## config.mk

```make
export PLATFORM = sky130hd
export DESIGN_NAME = emsr_ram
export DESIGN_NICKNAME = d
export VERILOG_FILES = /design/src/hw/rtl/emsr_ram.sv
export SDC_FILE = /design/constraint.sdc
export NUM_CORES = 1
export LEC_CHECK = 0
export BUFFER_PORTS_ARGS = -buffer_cell sky130_fd_sc_hd__buf_2
export CORE_MARGIN = 2
export CORE_UTILIZATION = 63
export CTS_BUF_LIST = sky130_fd_sc_hd__clkbuf_4
export CTS_CLUSTER_SIZE = 20
export DETAILED_ROUTE_END_ITERATION = 7
export PLACE_DENSITY = 0.82
export SLEW_MARGIN = 20
export SYNTH_ARGS = -nofsm -noshare
export SYNTH_HDL_FRONTEND = slang
export SYNTH_SLANG_ARGS = --single-unit
```

## constraint.sdc

```tcl
create_clock -name clock -period 2.3 [get_ports clock]
set_input_delay 0.345 -clock clock [delete_from_list [all_inputs] [get_ports clock]]
set_output_delay 0.345 -clock clock [all_outputs]
set_load 0.1 [all_outputs]
```

## src/hw/rtl/emsr_ram.sv

```systemverilog
// ----------------------------------------------------------------------------
// emsr_ram
// Generic simple dual-port RAM, one write port, one registered read port.
// ----------------------------------------------------------------------------
`default_nettype none

module emsr_ram #(
   parameter int WIDTH = 8,
   parameter int DEPTH = 16
) (
   input  wire logic                     clock,
   input  wire logic                     we,
   input  wire logic [$clog2(DEPTH)-1:0] waddr,
   input  wire logic [WIDTH-1:0]         wdata,
   input  wire logic [$clog2(DEPTH)-1:0] raddr,
   output logic      [WIDTH-1:0]         rdata
);

   logic [WIDTH-1:0] mem_ff [DEPTH];
   logic [WIDTH-1:0] rdata_ff;

   always_ff @(posedge clock) begin
      if (we) begin
         mem_ff[waddr] <= wdata;
      end
      rdata_ff <= mem_ff[raddr];
   end

   assign rdata = rdata_ff;

endmodule

`default_nettype wire

```

==> metrics.txt <==
outcome completed; Ant. Diodes 0; vias in the first global route 2499; initial DRC count 280; cells after synthesis 229; final core utilization 74.6%; Clock Tree Root clkbuf_4; largest net degree at the start of global routing 33; post-synthesis cell type count 19; postcts setup bufs 0; cts hold-fix bufs 0; static leakage 1.97 nW; crit-path max cell delay 440 ps; All-Layer GR Usage a little under a quarter; first-pass GRT wire length around 14000 µm; crit-path cells buf_2; Final period util between 70% and 80%; Die Y roughly 94 µm; Mapped Nets 247; HP Start wdata[4]; crit start category register; initial antenna violation count 0; mux cell area share after synthesis 15.0%; Syn. warnings 0; CP Capture Type output port; Max Transition Viols Final 0; layout cells sized above 1 32.2%; die area 8910 µm²; WL per Instance about 23 µm; PD cells 848 nW/µm²; Crit Path Category register to output port; synthesized area per cell 22.5 µm²; post-synthesis compound-gate area fraction 2.33%; XOR/XNOR Fraction of Synth Area 0%; # H-tree levels 4; Sw Share a little over a fifth; starting density of the core 65.9%; fmax around 600 MHz; unrepaired setup endpoints after global routing no; Worst Hold Class primary input to register; Post-Synth Adder-Cell Area 0%; Critical Path Source rdata[6]; signal arrival time at the worst endpoint 1310 ps; GP Congestion between 0.7 and 0.8; Die X-Extent 94.4 µm; cell row count 32; Worst-Margin Slew 727 ps; Comb power frac under 10%; #FFs+latches synth 136; drt total wl 9280 µm; Gates resized, CTS repair 0; DR vias about 2.5k; Core Area ~7800 µm²; TritonCTS Buffers 17; Buf/Inv on CP 1; clock network fraction of design power ~36%; crit-path max FO 1; family with the most delay on the worst path buffers and inverters; maximum VDD drop 476 µV; worst slew margin relative to its limit about half; Sinks on Clock Net 136; Worst-path clk slew roughly 120 ps; I/O Pins 26; WP data required 1960 ps; Antenna Nets Post-Route 0; Switch Pwr between 1 and 1.5 mW; power after layout ~5 mW; CTS tree yes; IO Port Bufs 25; simple-gate share of the synthesized area 3.18%; nets 300; post-synthesis sequential area ratio between 70 and 80%; TNS Setup 0 ps; DRC viols 0; Final Critical Period 1660 ps; CTS max path bufs 2; area grow syn2layout 13.2%; HPWL after DPL approximately 5900 µm; Syn Std Cell Area 5150 µm²; R2R Path Start mem_ff[2][5]; GRT overflow 0; Max stage delay cell, worst path buf_2; internal power ~3.9 mW; vias per cell about 6.3; Max Cap Violations 0; largest family of logic cells by synthesized area multiplexers; Flop pwr share 56.3%; Pre-Repair DR Iteration Count 4; endpoints failing hold 0; Final setup viols 0; clock skew 13.7 ps; clk_lat worst skew ~520 ps
[cells in the final DEF, fill, tap and decap left out]
cell type / n
nand2b_1: 2
and2_1: 1
nor2b_1: 1
mux4_2: 18
mux4_1: 14
bufinv_16: 5
and2b_1: 1
clkinv_2: 3
or3b_2: 1
nand2_1: 9
buf_12: 2
clkinvlp_4: 5
dfxtp_1: 8
buf_4: 17
nand3b_1: 2
nand3_1: 1
nor3_1: 4
buf_2: 25
nor2_1: 13
clkbuf_4: 19
a22oi_1: 16
edfxtp_1: 128
[routing by layer]
layer  share of wire, %  vias to the layer above  global-route usage, %  routed length [µm]
li1                   -                     1082                      -                   -
met1                 38                     1280                   30.8                3530
met2                 54                      109                   38.5                4970
met3                7.2                       11                   6.54                 667
met4                1.2                        0                   8.70                 109
met5                  0                        -                      0                   0
[power groups by stage]
stage / registers [mW] / logic, mW / clock network [mW]
2_1_floorplan: 2.95 / 0.141 / 0
3_3_place_gp: 2.84 / 0.362 / 0
3_5_place_dp: 2.84 / 0.374 / 0
4_1_cts: 2.78 / 0.376 / 1.82
5_1_grt: 2.79 / 0.394 / 1.93
6_report: 2.78 / 0.373 / 1.79
[cell families (layout without fill, tap and decap cells)]
group	Yosys count	in the layout
multiplexers	32	32
AO/OA/AOI/OAI	16	16
AND/OR/NAND/NOR	35	35
buffers and inverters	10	76
flip-flops	136	136
[registers in the layout (all words and copies together), names as in the netlist]
| signal | count |
|---|---|
| mem_ff | 128 |
| rdata | 8 |
[worst reg2reg max path, stage by stage, from the launching register on]
cell and delay, ps:
edfxtp_1 380, mux4_1 510, a22oi_1 270, nand2_1 110
[worst paths after layout]
path	end	slack [ps]	depth (start not counted)
min	mem_ff[11][4]	190	1
max reg2reg	rdata[5]	940	3
max	rdata[6]	640	1
min reg2reg	rdata[2]	690	3
[layout make-up]
type	count	area, µm²
Sequential cell	136	4000
Fill cell	441	1980
Multi-Input combinational cell	83	1060
Timing Repair Buffer	44	293
Clock inverter	13	203
Clock buffer	19	143
Tap cell	102	128
[synth_stat cells, drive strengths merged]
| cell | instances | area (µm²) |
|---|---|---|
| a22oi | 16 | 120 |
| and2 | 1 | 6.26 |
| and2b | 1 | 7.51 |
| buf | 7 | 56.3 |
| clkdlybuf4s25 | 3 | 30.0 |
| dfxtp | 8 | 160 |
| edfxtp | 128 | 3840 |
| mux4 | 32 | 773 |
| nand2 | 9 | 33.8 |
| nand2b | 2 | 12.5 |
| nand3 | 1 | 5.00 |
| nand3b | 2 | 15.0 |
| nor2 | 13 | 48.8 |
| nor2b | 1 | 6.26 |
| nor3 | 4 | 20.0 |
| or3b | 1 | 8.76 |
[through the flow]
step	setup WS [ps]	cell area, µm²	hold slack, ps	std cells
6_report	641	5830	193	397
5_1_grt	592	5830	169	397
4_1_cts	619	5830	174	397
3_5_place_dp	509	5480	666	365
3_3_place_gp	511	5480	650	365
2_1_floorplan	462	5150	444	229
Power figures use the tool's default switching activity.
